File: src/rtl/lepm_pkg.sv
// ----------------------------------------------------------------------------
// lepm_pkg: shared types and constants
// Register map, LFO shape codes, LFSR constants and the structs that pass
// between the control, the shared divider and the LFO back end.
// ----------------------------------------------------------------------------
`default_nettype none

package lepm_pkg;

	localparam int AddrW    = 5;
	localparam int DataW    = 32;
	localparam int DivSteps = 16;

	// register indexes (byte address = 4 * index)
	localparam logic [2:0] RegShape     = 3'd0;
	localparam logic [2:0] RegLfoPeriod = 3'd1;
	localparam logic [2:0] RegLfoDepth  = 3'd2;
	localparam logic [2:0] RegEnvPeriod = 3'd3;
	localparam logic [2:0] RegEnvWidth  = 3'd4;
	localparam logic [2:0] RegBasePitch = 3'd5;
	localparam logic [2:0] RegMidi      = 3'd6;

	// LFO shapes
	localparam logic [2:0] ShapeTri      = 3'd0;
	localparam logic [2:0] ShapeSawUp    = 3'd1;
	localparam logic [2:0] ShapeSawDown  = 3'd2;
	localparam logic [2:0] ShapeSquare   = 3'd3;
	localparam logic [2:0] ShapeQuarter  = 3'd4;
	localparam logic [2:0] ShapeHalfUp   = 3'd5;
	localparam logic [2:0] ShapeHalfDown = 3'd6;
	localparam logic [2:0] ShapeRandom   = 3'd7;

	localparam logic [15:0] LfsrSeed       = 16'hACE1;
	localparam logic [15:0] LfsrTaps       = 16'hB400;
	localparam logic [15:0] KnobOffset     = 16'd200;
	localparam logic [15:0] BasePitchReset = 16'd400;

	typedef struct packed {
		logic [2:0]  lfo_shape;
		logic [7:0]  lfo_period;
		logic [7:0]  lfo_depth;
		logic [7:0]  env_period;
		logic [7:0]  env_width;
		logic [15:0] base_pitch;
		logic        midi_mode;
	} cfg_t;

	typedef struct packed {
		logic        start;
		logic [15:0] dividend;
		logic [7:0]  divisor;
	} div_req_t;

	typedef struct packed {
		logic        busy;
		logic        done;
		logic [15:0] quot;
		logic [7:0]  rem;
	} div_rsp_t;

endpackage

`default_nettype wire

File: src/rtl/lfo_envelope_pitch_modulator_core.sv
// ----------------------------------------------------------------------------
// lfo_envelope_pitch_modulator_core: multi-shape LFO with envelope gate
// Per control tick: LFO level update, LFO/envelope phase advance, pitch
// compare word and change flag. Register block with slope recompute.
// ----------------------------------------------------------------------------
//
//  channel | direction | handshake                 | payload
//  --------+-----------+---------------------------+------------------------------
//  tick    | in        | tick_valid / tick_stall   | tick
//  result  | out       | res_valid / res_stall     | pitch_word, pitch_changed,
//          |           |                           | env_gate, lfo_value,
//          |           |                           | lfo_first_half
//  config  | in        | APB psel/penable/pready   | paddr, pwdata, prdata
//
//  In the back end a tick is popped (phase times slope registered), passes
//  S_MUL and is decoded and finished in S_FIN; a random-shape draw with
//  nonzero depth also waits in S_DIV for the 16-step divider.
//  Each register write restarts the slope division (depth*256/period), or
//  clears the slope for a zero period: the tick channel stalls meanwhile.
//  The front queue holds up to QUEUE_DEPTH ticks, so intake keeps going while
//  a result waits on res_stall. Reset is asynchronous and restores control state only.
// ----------------------------------------------------------------------------
`default_nettype none

module lfo_envelope_pitch_modulator_core #(
	parameter int QUEUE_DEPTH = 2
) (
	input  wire                          clk,
	input  wire                          arst_n,
	// tick channel
	input  wire                          tick_valid,
	output logic                         tick_stall,
	input  wire                          tick,
	// result channel
	output logic                         res_valid,
	input  wire                          res_stall,
	output logic [15:0]                  pitch_word,
	output logic                         pitch_changed,
	output logic                         env_gate,
	output logic [7:0]                   lfo_value,
	output logic                         lfo_first_half,
	// register port
	input  wire                          psel,
	input  wire                          penable,
	input  wire                          pwrite,
	input  wire  [lepm_pkg::AddrW-1:0]   paddr,
	input  wire  [lepm_pkg::DataW-1:0]   pwdata,
	output logic [lepm_pkg::DataW-1:0]   prdata,
	output logic                         pready
);

	lepm_pkg::cfg_t     cfg_q;
	lepm_pkg::div_req_t back_req;
	lepm_pkg::div_req_t div_req;
	lepm_pkg::div_rsp_t div_rsp;

	logic [15:0] slope_q;
	logic        pending_q;
	logic        owner_q;
	logic        cfg_busy;
	logic        wr;
	logic        recalc;
	logic        slope_go;
	logic [2:0]  idx;
	logic        avail;
	logic        pop;

	assign pready = 1'b1;

	always_comb begin
		idx    = paddr[4:2];
		wr     = psel & penable & pwrite & pready;
		// any write inside the map recomputes the slope
		recalc = wr && (idx <= lepm_pkg::RegMidi);
		// slope owns the divider while pending or running
		cfg_busy = pending_q | owner_q;
		slope_go = pending_q && !div_rsp.busy && !back_req.start;

		if (slope_go && (cfg_q.lfo_period != 8'd0)) begin
			div_req.start    = 1'b1;
			div_req.dividend = {cfg_q.lfo_depth, 8'd0};
			div_req.divisor  = cfg_q.lfo_period;
		end else begin
			div_req = back_req;
		end

		case (idx)
			lepm_pkg::RegShape:     prdata = {29'd0, cfg_q.lfo_shape};
			lepm_pkg::RegLfoPeriod: prdata = {24'd0, cfg_q.lfo_period};
			lepm_pkg::RegLfoDepth:  prdata = {24'd0, cfg_q.lfo_depth};
			lepm_pkg::RegEnvPeriod: prdata = {24'd0, cfg_q.env_period};
			lepm_pkg::RegEnvWidth:  prdata = {24'd0, cfg_q.env_width};
			lepm_pkg::RegBasePitch: prdata = {16'd0, cfg_q.base_pitch};
			lepm_pkg::RegMidi:      prdata = {31'd0, cfg_q.midi_mode};
			default:                prdata = '0;
		endcase
	end

	// register writes
	always_ff @(posedge clk or negedge arst_n) begin
		if (!arst_n) begin
			cfg_q.lfo_shape  <= lepm_pkg::ShapeTri;
			cfg_q.lfo_period <= '0;
			cfg_q.lfo_depth  <= '0;
			cfg_q.env_period <= '0;
			cfg_q.env_width  <= '0;
			cfg_q.base_pitch <= lepm_pkg::BasePitchReset;
			cfg_q.midi_mode  <= 1'b0;
		end else if (wr) begin
			case (idx)
				lepm_pkg::RegShape:     cfg_q.lfo_shape  <= pwdata[2:0];
				lepm_pkg::RegLfoPeriod: cfg_q.lfo_period <= pwdata[7:0];
				lepm_pkg::RegLfoDepth:  cfg_q.lfo_depth  <= pwdata[7:0];
				lepm_pkg::RegEnvPeriod: cfg_q.env_period <= pwdata[7:0];
				lepm_pkg::RegEnvWidth:  cfg_q.env_width  <= pwdata[7:0];
				lepm_pkg::RegBasePitch: cfg_q.base_pitch <= pwdata[15:0];
				lepm_pkg::RegMidi:      cfg_q.midi_mode  <= pwdata[0];
				default: ;
			endcase
		end
	end

	// slope recompute: hold a request until the divider is free, then
	// launch it (or clear the slope outright for a zero period)
	always_ff @(posedge clk or negedge arst_n) begin
		if (!arst_n) begin
			pending_q <= 1'b0;
			owner_q   <= 1'b0;
			slope_q   <= '0;
		end else begin
			pending_q <= recalc | (pending_q & ~slope_go);
			if (slope_go) begin
				if (cfg_q.lfo_period == 8'd0) begin
					// drop any division still owned from an earlier write
					slope_q <= '0;
					owner_q <= 1'b0;
				end else begin
					owner_q <= 1'b1;
				end
			end else if (owner_q && div_rsp.done) begin
				slope_q <= div_rsp.quot;
				owner_q <= 1'b0;
			end
		end
	end

	lepm_front #(
		.QUEUE_DEPTH (QUEUE_DEPTH)
	) u_front (
		.clk        (clk),
		.arst_n     (arst_n),
		.tick_valid (tick_valid),
		.tick       (tick),
		.tick_stall (tick_stall),
		.cfg_busy   (cfg_busy),
		.pop        (pop),
		.avail      (avail)
	);

	lepm_div u_div (
		.clk    (clk),
		.arst_n (arst_n),
		.req    (div_req),
		.rsp    (div_rsp)
	);

	lepm_back u_back (
		.clk            (clk),
		.arst_n         (arst_n),
		.cfg            (cfg_q),
		.slope          (slope_q),
		.cfg_busy       (cfg_busy),
		.avail          (avail),
		.pop            (pop),
		.div_req        (back_req),
		.div_rsp        (div_rsp),
		.res_valid      (res_valid),
		.res_stall      (res_stall),
		.pitch_word     (pitch_word),
		.pitch_changed  (pitch_changed),
		.env_gate       (env_gate),
		.lfo_value      (lfo_value),
		.lfo_first_half (lfo_first_half)
	);

endmodule

`default_nettype wire

File: src/rtl/lepm_div.sv
// ----------------------------------------------------------------------------
// lepm_div: iterative restoring divider
// 16-bit dividend by 8-bit divisor, one quotient bit per cycle.
// ----------------------------------------------------------------------------
`default_nettype none

module lepm_div (
	input  wire                 clk,
	input  wire                 arst_n,
	input  lepm_pkg::div_req_t  req,
	output lepm_pkg::div_rsp_t  rsp
);

	localparam int CntW = $clog2(lepm_pkg::DivSteps);

	logic [7:0]      rem_q;
	logic [15:0]     quot_q;
	logic [7:0]      divisor_q;
	logic [CntW-1:0] cnt_q;
	logic            busy_q;
	logic            done_q;

	logic [8:0] trial;
	logic       ge;
	logic [8:0] diff;

	always_comb begin
		trial = {rem_q, quot_q[15]};
		ge    = trial >= {1'b0, divisor_q};
		diff  = trial - {1'b0, divisor_q};
	end

	always_ff @(posedge clk or negedge arst_n) begin
		if (!arst_n) begin
			busy_q <= 1'b0;
			done_q <= 1'b0;
			cnt_q  <= '0;
		end else begin
			done_q <= busy_q && !req.start && (cnt_q == CntW'(lepm_pkg::DivSteps - 1));
			if (req.start) begin
				busy_q <= 1'b1;
				cnt_q  <= '0;
			end else if (busy_q) begin
				cnt_q <= cnt_q + 1'b1;
				if (cnt_q == CntW'(lepm_pkg::DivSteps - 1)) begin
					busy_q <= 1'b0;
				end
			end
		end
	end

	// datapath: load on start, shift one quotient bit in per step
	always_ff @(posedge clk) begin
		if (req.start) begin
			rem_q     <= '0;
			quot_q    <= req.dividend;
			divisor_q <= req.divisor;
		end else if (busy_q) begin
			rem_q  <= ge ? diff[7:0] : trial[7:0];
			quot_q <= {quot_q[14:0], ge};
		end
	end

	assign rsp.busy = busy_q;
	assign rsp.done = done_q;
	assign rsp.quot = quot_q;
	assign rsp.rem  = rem_q;

endmodule

`default_nettype wire

File: src/rtl/lepm_front.sv
// ----------------------------------------------------------------------------
// lepm_front: tick intake and pending-tick queue
// Accepts tick transactions, drops idle ticks and queues real ones.
// ----------------------------------------------------------------------------
`default_nettype none

module lepm_front #(
	parameter int QUEUE_DEPTH = 2
) (
	input  wire  clk,
	input  wire  arst_n,
	input  wire  tick_valid,
	input  wire  tick,
	output logic tick_stall,
	input  wire  cfg_busy,
	input  wire  pop,
	output logic avail
);

	localparam int CntW = $clog2(QUEUE_DEPTH + 1);

	logic [CntW-1:0] cnt_q;
	logic            full;
	logic            push;

	always_comb begin
		full       = cnt_q == CntW'(QUEUE_DEPTH);
		tick_stall = full | cfg_busy;
		// a tick of 0 is accepted and dropped
		push       = tick_valid & ~tick_stall & tick;
		avail      = cnt_q != '0;
	end

	always_ff @(posedge clk or negedge arst_n) begin
		if (!arst_n) begin
			cnt_q <= '0;
		end else if (push && !pop) begin
			cnt_q <= cnt_q + 1'b1;
		end else if (pop && !push) begin
			cnt_q <= cnt_q - 1'b1;
		end
	end

endmodule

`default_nettype wire

File: src/rtl/lepm_back.sv
// ----------------------------------------------------------------------------
// lepm_back: LFO, envelope and pitch word engine
// Runs one queued tick at a time and holds the result register.
// ----------------------------------------------------------------------------
`default_nettype none

module lepm_back (
	input  wire                 clk,
	input  wire                 arst_n,
	input  lepm_pkg::cfg_t      cfg,
	input  wire  [15:0]         slope,
	input  wire                 cfg_busy,
	input  wire                 avail,
	output logic                pop,
	output lepm_pkg::div_req_t  div_req,
	input  lepm_pkg::div_rsp_t  div_rsp,
	output logic                res_valid,
	input  wire                 res_stall,
	output logic [15:0]         pitch_word,
	output logic                pitch_changed,
	output logic                env_gate,
	output logic [7:0]          lfo_value,
	output logic                lfo_first_half
);

	localparam logic [1:0] S_IDLE = 2'd0;
	localparam logic [1:0] S_MUL  = 2'd1;
	localparam logic [1:0] S_DIV  = 2'd2;
	localparam logic [1:0] S_FIN  = 2'd3;

	logic [1:0]  state_q;
	logic [7:0]  lfo_phase_q;
	logic [7:0]  lfo_level_q;
	logic [15:0] lfsr_q;
	logic [7:0]  env_phase_q;
	logic [15:0] last_pitch_q;
	logic [23:0] product_s1;
	logic        res_valid_q;

	logic [7:0]  half;
	logic [7:0]  quarter;
	logic        first;
	logic [15:0] r8_raw;
	logic [16:0] r7_raw;
	logic [7:0]  r8;
	logic [7:0]  r7;
	logic [15:0] lfsr_next;
	logic        random_draw;
	logic [7:0]  level_next;
	logic [7:0]  phase_inc;
	logic [7:0]  phase_next;
	logic [7:0]  env_inc;
	logic [7:0]  env_next;
	logic [15:0] word;
	logic        fin_go;

	always_comb begin
		half        = cfg.lfo_period >> 1;
		quarter     = cfg.lfo_period >> 2;
		first       = lfo_phase_q < half;
		r8_raw      = product_s1[23:8];
		r7_raw      = product_s1[23:7];
		// saturate a stale-phase ramp at the depth
		r8          = (r8_raw > {8'd0, cfg.lfo_depth}) ? cfg.lfo_depth : r8_raw[7:0];
		r7          = (r7_raw > {9'd0, cfg.lfo_depth}) ? cfg.lfo_depth : r7_raw[7:0];
		lfsr_next   = {1'b0, lfsr_q[15:1]} ^ (lfsr_q[0] ? lepm_pkg::LfsrTaps : 16'd0);
		random_draw = (cfg.lfo_shape == lepm_pkg::ShapeRandom) && (lfo_phase_q == 8'd0);

		case (cfg.lfo_shape)
			lepm_pkg::ShapeTri:      level_next = first ? r8 : cfg.lfo_depth - r8;
			lepm_pkg::ShapeSawUp:    level_next = r8;
			lepm_pkg::ShapeSawDown:  level_next = cfg.lfo_depth - r8;
			lepm_pkg::ShapeSquare:   level_next = first ? 8'd0 : cfg.lfo_depth;
			lepm_pkg::ShapeQuarter:  level_next = (lfo_phase_q < quarter) ? cfg.lfo_depth : 8'd0;
			lepm_pkg::ShapeHalfUp:   level_next = first ? r7 : 8'd0;
			lepm_pkg::ShapeHalfDown: level_next = first ? cfg.lfo_depth - r7 : 8'd0;
			default: begin
				if (random_draw) begin
					level_next = (cfg.lfo_depth == 8'd0) ? 8'd0 : div_rsp.rem;
				end else begin
					level_next = lfo_level_q;
				end
			end
		endcase

		phase_inc  = lfo_phase_q + 8'd1;
		phase_next = (phase_inc >= cfg.lfo_period) ? 8'd0 : phase_inc;
		env_inc    = env_phase_q + 8'd1;
		env_next   = (env_inc >= cfg.env_period) ? 8'd0 : env_inc;

		if (cfg.midi_mode) begin
			word = cfg.base_pitch - {6'd0, level_next, 2'b00};
		end else begin
			word = lepm_pkg::KnobOffset + ((cfg.base_pitch - {8'd0, level_next}) << 2);
		end

		pop    = (state_q == S_IDLE) && avail && !cfg_busy;
		fin_go = (state_q == S_FIN) && (!res_valid_q || !res_stall);

		div_req.start    = (state_q == S_MUL) && random_draw && (cfg.lfo_depth != 8'd0);
		div_req.dividend = lfsr_next;
		div_req.divisor  = cfg.lfo_depth;
	end

	always_ff @(posedge clk or negedge arst_n) begin
		if (!arst_n) begin
			state_q      <= S_IDLE;
			lfo_phase_q  <= '0;
			lfo_level_q  <= '0;
			lfsr_q       <= lepm_pkg::LfsrSeed;
			env_phase_q  <= '0;
			last_pitch_q <= '0;
			res_valid_q  <= 1'b0;
		end else begin
			if (res_valid_q && !res_stall && !fin_go) begin
				res_valid_q <= 1'b0;
			end
			case (state_q)
				S_IDLE: begin
					if (pop) begin
						state_q <= S_MUL;
					end
				end
				S_MUL: begin
					if (random_draw) begin
						lfsr_q <= lfsr_next;
					end
					state_q <= div_req.start ? S_DIV : S_FIN;
				end
				S_DIV: begin
					if (div_rsp.done) begin
						state_q <= S_FIN;
					end
				end
				S_FIN: begin
					if (fin_go) begin
						lfo_level_q  <= level_next;
						lfo_phase_q  <= phase_next;
						env_phase_q  <= env_next;
						last_pitch_q <= word;
						res_valid_q  <= 1'b1;
						state_q      <= S_IDLE;
					end
				end
				default: state_q <= S_IDLE;
			endcase
		end
	end

	// payload: product on pop, results on completion
	always_ff @(posedge clk) begin
		if (pop) begin
			product_s1 <= {16'd0, lfo_phase_q} * {8'd0, slope};
		end
		if (fin_go) begin
			pitch_word     <= word;
			pitch_changed  <= word != last_pitch_q;
			env_gate       <= env_next <= cfg.env_width;
			lfo_value      <= level_next;
			lfo_first_half <= first;
		end
	end

	assign res_valid = res_valid_q;

endmodule

`default_nettype wire

File: config.mk
export PLATFORM = sky130hd
export DESIGN_NAME = lfo_envelope_pitch_modulator_core
export DESIGN_NICKNAME = d
export VERILOG_FILES = /design/src/rtl/lepm_pkg.sv /design/src/rtl/lfo_envelope_pitch_modulator_core.sv /design/src/rtl/lepm_div.sv /design/src/rtl/lepm_front.sv /design/src/rtl/lepm_back.sv
export SDC_FILE = /design/constraint.sdc
export NUM_CORES = 1
export LEC_CHECK = 0
export ABC_AREA = 1
export BUFFER_PORTS_ARGS = -buffer_cell sky130_fd_sc_hd__buf_2
export CAP_MARGIN = 5
export CORE_MARGIN = 3
export CORE_UTILIZATION = 57
export DETAILED_ROUTE_END_ITERATION = 8
export HOLD_SLACK_MARGIN = 0.15
export PLACE_DENSITY = 0.85
export SETUP_SLACK_MARGIN = 0.1
export SYNTH_ARGS = -nofsm -noshare
export SYNTH_HDL_FRONTEND = slang
export SYNTH_HIERARCHICAL = 1
export SYNTH_SLANG_ARGS = --single-unit
File: constraint.sdc
create_clock -name clk -period 5 [get_ports clk]
set_input_delay 1.25 -clock clk [delete_from_list [all_inputs] [get_ports clk]]
set_output_delay 1.25 -clock clk [all_outputs]
set_load 0.05 [all_outputs]
==> results of run 1 <==
-- metal layers --
metal  vias to the layer above  GRT usage, %  share of wire, %
li1                       8226             -                 -
met1                      8197          33.2                39
met2                       816          48.4                49
met3                       205          4.79               7.6
met4                         2          13.4               5.2
met5                         -             0             0.022
-- worst max path at each step --
| stage | start | cells past startpoint | slack, ns | to |
|---|---|---|---|---|
| 6_report | u_back/product_s1[9]$_DFFE_PP_ | 42 | -0.41 | u_back/pitch_changed$_DFFE_PP_ |
| 2_1_floorplan | cfg_q[35]$_DFFE_PN0P_ | 43 | 0.12 | u_back/pitch_changed$_DFFE_PP_ |
| 4_1_cts | u_back/product_s1[9]$_DFFE_PP_ | 37 | -0.16 | u_back/pitch_changed$_DFFE_PP_ |
| 3_3_place_gp | cfg_q[35]$_DFFE_PN0P_ | 37 | -0.29 | u_back/pitch_changed$_DFFE_PP_ |
| 5_1_grt | u_back/product_s1[9]$_DFFE_PP_ | 42 | -0.69 | u_back/pitch_changed$_DFFE_PP_ |
| 3_5_place_dp | cfg_q[35]$_DFFE_PN0P_ | 38 | -0.39 | u_back/pitch_changed$_DFFE_PP_ |
-- tightest hold or removal path, stage by stage (launching register included) --
cell and delay [ns]:
dfstp_2 0.37, nand2_1 0.05, nand2_1 0.04
-- Yosys cell counts (4+ instances only) --
cell type,n,area (um2)
inv_1,434,1630
nor2_2,8,50.1
xor2_1,34,298
dfxtp_1,8,160
or2_2,5,31.3
o21ai_0,99,495
a21oi_1,74,370
ha_1,141,1760
o21ai_1,32,160
o21ai_2,21,184
nand3b_1,13,97.6
nor3_1,17,85.1
nand2_4,5,56.3
fa_1,88,1760
dfrtp_1,126,3150
buf_4,44,330
buf_6,9,101
xnor2_1,15,131
nand4_1,50,313
buf_1,5,18.8
nand3_2,9,90.1
nand2_1,768,2880
buf_2,16,80.1
a21o_1,8,60.1
nand2_2,30,188
clkbuf_1,36,135
a221o_1,4,40.0
inv_2,12,45.0
dfstp_2,11,289
a31oi_1,7,43.8
edfxtp_1,68,2040
nand3_1,138,691
o21a_1,10,75.1
nor2_1,144,541
nor2_4,6,67.6
o21bai_1,7,52.6
-- cells in the final DEF (no fill, tap or decap), types with 31 or more instances in the layout --
| cell | netlist | layout |
|---|---|---|
| a21oi_1 | 74 | 65 |
| buf_2 | 16 | 70 |
| buf_4 | 44 | 137 |
| dfrtp_1 | 126 | 122 |
| edfxtp_1 | 68 | 68 |
| fa_1 | 88 | 86 |
| ha_1 | 141 | 126 |
| inv_1 | 434 | 421 |
| nand2_1 | 768 | 723 |
| nand2_2 | 30 | 60 |
| nand3_1 | 138 | 125 |
| nand4_1 | 50 | 50 |
| nor2_1 | 144 | 138 |
| o21ai_0 | 99 | 76 |
| o21ai_1 | 32 | 45 |
| o21ai_2 | 21 | 31 |
| xor2_1 | 34 | 34 |
-- area by class of cell --
class	count	share of cell area, %
flip-flops and latches	213	26.0
clock inverters	15	0.732
well taps	435	2.51
multi-input cells	1780	52.9
diodes	1	0.0115
clock buffers	29	3.04
inverters	451	7.88
repair buffers	218	6.92
-- power groups by stage --
stage	clock network [mW]	logic [mW]	registers [mW]
2_1_floorplan	0	4.58	3.05
3_3_place_gp	0	6.33	3.04
3_5_place_dp	0	6.61	3.07
4_1_cts	1.85	6.93	3.05
5_1_grt	1.92	8.50	3.14
6_report	1.83	7.75	3.08
-- sequential cells by signal, indices dropped and copies added (netlist names), 16 cells and up --
register,flops
slope_q,16
u_div/quot_q,16
u_back/last_pitch_q,16
u_back/pitch_word,16
u_back/lfsr_q,16
u_back/product_s1,17
cfg_q,52
-- cells by family after synthesis --
logic type               after synthesis  share of synthesized area, %
AO/OA/AOI/OAI                        278                          8.55
XOR/XNOR                              49                          2.28
adder cells (fa/ha/maj)              229                          18.7
buffers and inverters                564                          12.7
flip-flops                           213                          29.9
other                                  2                        0.0398
AND/OR/NAND/NOR                     1207                          27.8
-- timing repair --
action,in CTS,in global routing
endpoints found under the setup margin,18,26
setup buffers,14,17
resized for setup,65,108
hold buffers,0,0
pin swaps,31,44
==> qor.yml, run 1 <==
cts:
  cts.path.max_buffers: 3
  cts.sinks: 213
  cts_tree: "yes"
  clock_latency_ns: 0.54
  cts_buffers: 24
  cts-htree-levels: 1
  path_clk_slew_ns: 0.06
  clock-root-buffer: "clkbuf_16"
hold_path:
  holdPathStages: 2
  hold_class: "register to register"
  worstHoldEndpoint: "u_back/lfsr_q[6]$_DFFE_PN1P_"
  hold_path.startpoint: "u_back/lfsr_q[6]$_DFFE_PN1P_"
power_and_ir_drop:
  switching_share_pct: 48.5
  sequentialPowerShare_pct: 24.3
  power_switching_mw: 6.14
  p_comb_share_pct: 61.2
  pwr_density_cell_nw_per_um2: 583
  p_leak_nw: 11.6
  ir_worst_vdd_v: 0.000498
  finalPower_mw: 12.7
  pwr-share-clk_pct: 14.5
  intPower_mw: 6.52
critical_path:
  cp_max_fo: 7
  worstSetupEndpointType: "register"
  worst_path_most_repeated_cell: "nand2_2"
  reg2reg_to: "u_back/pitch_changed$_DFFE_PP_"
  worstReg2RegStart: "u_back/product_s1[9]$_DFFE_PP_"
  crit_slowest_cell: "edfxtp_1"
  crit_family: "simple AND/OR/NAND/NOR gates"
  r2r_cells: 42
  critPathBufInv: 4
  slowest_delay_ns: 0.45
  cp-start-kind: "register"
  worstSetupPathType: "register to register"
  required_ns: 5.29
  ff2ff_setup_slack_ns: -0.41
  critPathArrivalTime_ns: 5.70
global_route:
  grt-ovfl-total: 0
  grt_pass1_vias: 17179
  grt_pass1_wl_um: 81300
  grt_start_max_net_pins: 114
  antenna_found_initial: 2
  grtUsageTotal_pct: 27.7
sta:
  setup_viol: 10
  fin_skew_ns: 0.0154
  period_minus_slack_ns: 5.41
  slew_viol_final: 0
  maxSlewHeadroom_pct: 18.7
  final-hold-violation-count: 0
  clock.fmax_mhz: 185
  max_slew.worst_pin.slew_ns: 1.22
  setup-tns-final_ns: -1.85
  rsz0062_at_grt: "yes"
  worst_hold_slack_ns: 0.468
  fin_crit_sh_pct: 108
  setup_ws_ns: -0.410
synth:
  synth_edf_count: 68
  avgSynthCellArea_um2: 7.42
  syn_area_um2: 18900
  seq_area_frac_synth_pct: 29.9
  ys_types: 60
  ys_warn_count: 6
  ys.flop_type: "dfrtp_1"
  synth-seq-cells: 213
  ys_async_sr_fraction_pct: 64.3
  synth_cells: 2542
die:
  fp.dieW_um: 188
  die_height_um: 188
  io_pins: 107
  dieArea_um2: 35300
  start_util_pct: 58.8
  num_rows: 65
  core_um2: 32000
cells_and_area:
  multi_input_comb_area_um2: 11500
  finalNonFillerCells: 3142
  post-route-util_pct: 67.7
  fillCellCount: 2440
  area_growth_pct: 15.1
  design_area_um2: 21700
  area.sequential_um2: 5650
  drive_above_1_share_pct: 18.4
  fin_nets: 2962
placement:
  place_congestion: 0.918
  dp_hpwl_um: 37100
  post-place-ws_ns: -0.390
  dpl-instance-area_um2: 20100
  dp_cells: 3070
  portBuffers: 71
drt:
  drcViolationCount: 0
  via_per_inst: 5.55
  firstDrtPassIters: 6
  drt_iter0_drc: 1642
  wire_per_inst_um: 16.3
  wl_um: 51100
  ant_nets: 0
  num_vias: 17446
flow_run:
  maxCapViolations: 0
run_status:
  status: "finished, violations left"
  violations: "negative setup slack"
(Power assumes the default switching activity.)
==> run 2: changes to the inputs <==
- CORE_ASPECT_RATIO: default -> 1.1
==> run 2 against run 1 <==
The flow still finishes with violations (negative setup slack). Flip-flop and latch count unchanged. Worst hold slack improved by 0.0067 ns. Setup slack improved by 0.034 ns. Cell count up 0.32%. Non-clock buffer count up 18. Sequential power shrank 2%. Critical path depth shrank 7. Via count rose by 0.45%. Largest power group unchanged.
==> qor.yml, run 2 (synthesis results as in run 1) <==
run_status:
  status: "finished, violations left"
  violations: "negative setup slack"
global_route:
  grt_start_max_net_pins: 87  # -24%
  grtUsageTotal_pct: 28.0  # +0.33 points
  grt-ovfl-total: 0  # unchanged
  grt_pass1_wl_um: 82100  # +0.92%
  grt_pass1_vias: 16994  # -1.1%
  antenna_found_initial: 0  # -2
critical_path:
  critPathArrivalTime_ns: 5.67  # -0.03 ns
  cp_max_fo: 6  # -1
  required_ns: 5.29  # about the same
  r2r_cells: 35  # -17%
  slowest_delay_ns: 0.42  # -0.03 ns
  crit_slowest_cell: "edfxtp_1"
  worstSetupPathType: "register to register"
  critPathBufInv: 4  # unchanged
  worst_path_most_repeated_cell: "nand2_4"
  worstSetupEndpointType: "register"
  cp-start-kind: "register"
  ff2ff_setup_slack_ns: -0.38  # +0.03 ns
  worstReg2RegStart: "u_back/product_s1[13]$_DFFE_PP_"
  crit_family: "simple AND/OR/NAND/NOR gates"
  reg2reg_to: "u_back/pitch_changed$_DFFE_PP_"
power_and_ir_drop:
  p_leak_nw: 11.8  # +0.99%
  p_comb_share_pct: 61.1  # about the same
  intPower_mw: 6.66  # +2.3%
  sequentialPowerShare_pct: 23.6  # -0.7 points
  pwr_density_cell_nw_per_um2: 587  # +0.62%
  ir_worst_vdd_v: 0.000377  # -24%
  switching_share_pct: 48.2  # -0.28 points
  pwr-share-clk_pct: 15.4  # +0.9 points
  power_switching_mw: 6.21  # +1.1%
sta:
  clock.fmax_mhz: 186  # +0.63%
  period_minus_slack_ns: 5.38  # -0.0341 ns
  setup-tns-final_ns: -1.44  # +0.407 ns
  max_slew.worst_pin.slew_ns: 1.30  # +0.0807 ns
  slew_viol_final: 0  # unchanged
  fin_skew_ns: 0.0235  # +0.00809 ns
  worst_hold_slack_ns: 0.475  # +0.00671 ns
  rsz0062_at_grt: "yes"
  setup_viol: 10  # unchanged
  maxSlewHeadroom_pct: 13.4  # -5.3 points
  fin_crit_sh_pct: 108  # -0.68 points
  setup_ws_ns: -0.376  # +0.0341 ns
  final-hold-violation-count: 0  # unchanged
cells_and_area:
  final_common_cell: "nand2_1"
  layout_common_cells: "nand2_1 (732), inv_1 (417), buf_4 (157), nor2_1 (135), nand3_1 (130)"
  diodes: 0  # -1
  area_growth_pct: 16.4
  largest_reg_flops: 52  # unchanged
  drive_above_1_share_pct: 19.3  # +0.86 points
  fin_nets: 2981  # +0.64%
  largest-register: "cfg_q"
  largestRegisters: "cfg_q x52, u_back/product_s1 x17"
die:
  fp.dieW_um: 179  # -4.5%
  dieArea_um2: 35300  # about the same
  num_rows: 69  # +6.2%
  io_pins: 107  # unchanged
  die_height_um: 197  # +4.7%
  core_um2: 32500  # +1.3%
  start_util_pct: 58.1  # -0.76 points
hold_path:
  worstHoldEndpoint: "u_front/cnt_q[1]$_DFFE_PN0P_"
  holdPathStages: 2  # unchanged
  hold_class: "register to register"
  hold_path.startpoint: "u_front/cnt_q[1]$_DFFE_PN0P_"
cts:
  cts_tree: "yes"
  clock-root-buffer: "clkbuf_16"
  clock_latency_ns: 0.55  # about the same
  cts_hold_buffers: 0  # unchanged
  cts_buffers: 25  # +4.2%
  cts-htree-levels: 1  # unchanged
  cts.sinks: 213  # unchanged
  cts.path.max_buffers: 3  # unchanged
  path_clk_slew_ns: 0.07  # about the same
placement:
  dp_hpwl_um: 38300  # +3.2%
  post-place-ws_ns: -0.487  # -0.0964 ns
  portBuffers: 71  # unchanged
  place_congestion: 1.02  # +11%
drt:
  via_per_inst: 5.56  # +0.13%
  ant_nets: 0  # unchanged
  wl_um: 52000  # +1.6%
  drcViolationCount: 0  # unchanged
  firstDrtPassIters: 6  # unchanged
  num_vias: 17524  # +0.45%
  wire_per_inst_um: 16.5  # +1.3%
  drt_iter0_drc: 1590  # -3.2%
flow_run:
  maxCapViolations: 0  # unchanged
-- run 2: changes by cell type in the layout (fill, tap and decap cells not counted), moves of 6 or more --
cell     delta
a21oi_1     -7
a21oi_2     +9
buf_4      +20
nand2_1     +9
nand2_2     -6
nand3_2     -6
-- run 2: final cells by class --
| cell class | count | area, um2 |
|---|---|---|
| Inverter | 451 | 1710 |
| Sequential cell | 213 | 5650 |
| Clock buffer | 36 | 739 |
| Clock inverter | 10 | 161 |
| Timing Repair Buffer | 236 | 1630 |
| Multi-Input combinational cell | 1780 | 11500 |
| Fill cell | 2485 | 10500 |
| Tap cell | 426 | 533 |
-- run 2: worst min-delay path, cell delays in order (launching register included) --
cell     delay [ns]
dfrtp_1        0.34
nand2_1        0.05
nand2_1        0.05
-- run 2: worst max-delay path by stage --
stage	start	endpoint	slack, ns	cells after the start
after CTS	u_back/product_s1[9]$_DFFE_PP_	u_back/pitch_changed$_DFFE_PP_	-0.14	39
after floorplan	cfg_q[35]$_DFFE_PN0P_	u_back/pitch_changed$_DFFE_PP_	0.12	43
after detailed placement	cfg_q[39]$_DFFE_PN0P_	u_back/pitch_changed$_DFFE_PP_	-0.49	37
final	u_back/product_s1[13]$_DFFE_PP_	u_back/pitch_changed$_DFFE_PP_	-0.38	35
after global placement	cfg_q[36]$_DFFE_PN0P_	u_back/pitch_changed$_DFFE_PP_	-0.40	36
after global routing	u_back/product_s1[13]$_DFFE_PP_	u_back/pitch_changed$_DFFE_PP_	-0.58	37
-- run 2: what timing repair did --
| action | CTS | global route |
|---|---|---|
| endpoints found under the setup margin | 18 | 25 |
| resized for setup | 70 | 109 |
| buffers inserted | 6 | 14 |
| cloned | 0 | 0 |
| pin swaps | 29 | 63 |
-- run 2: layer usage --
layer / global-route usage [%] / wire, um / vias to the layer above
li1: - / - / 8273
met1: 32.5 / 19600 / 8333
met2: 49.3 / 25700 / 710
met3: 3.53 / 3120 / 208
met4: 18.1 / 3560 / 0
met5: 0 / 0 / -
-- run 2: power by group through the flow --
| stage | logic [mW] | registers (mW) | clock network, mW |
|---|---|---|---|
| after floorplan | 4.58 | 3.05 | 0 |
| after global placement | 6.56 | 3.01 | 0 |
| after detailed placement | 6.83 | 3.03 | 0 |
| after CTS | 7.12 | 3.01 | 2.01 |
| after global routing | 8.60 | 3.09 | 2.08 |
| final | 7.86 | 3.03 | 1.98 |
-- run 2: per-stage QoR --
step / util, % / instance area (um2) / std cells / power (mW)
detailed placement: 62.4 / 20200 / 3087 / 9.87
global placement: 62.4 / 20200 / 3087 / 9.57
CTS: 66.0 / 21400 / 3139 / 12.1
global route: 67.6 / 21900 / 3152 / 13.8
floorplan: - / 18900 / 2557 / 7.63
finish: 67.6 / 21900 / 3152 / 12.9
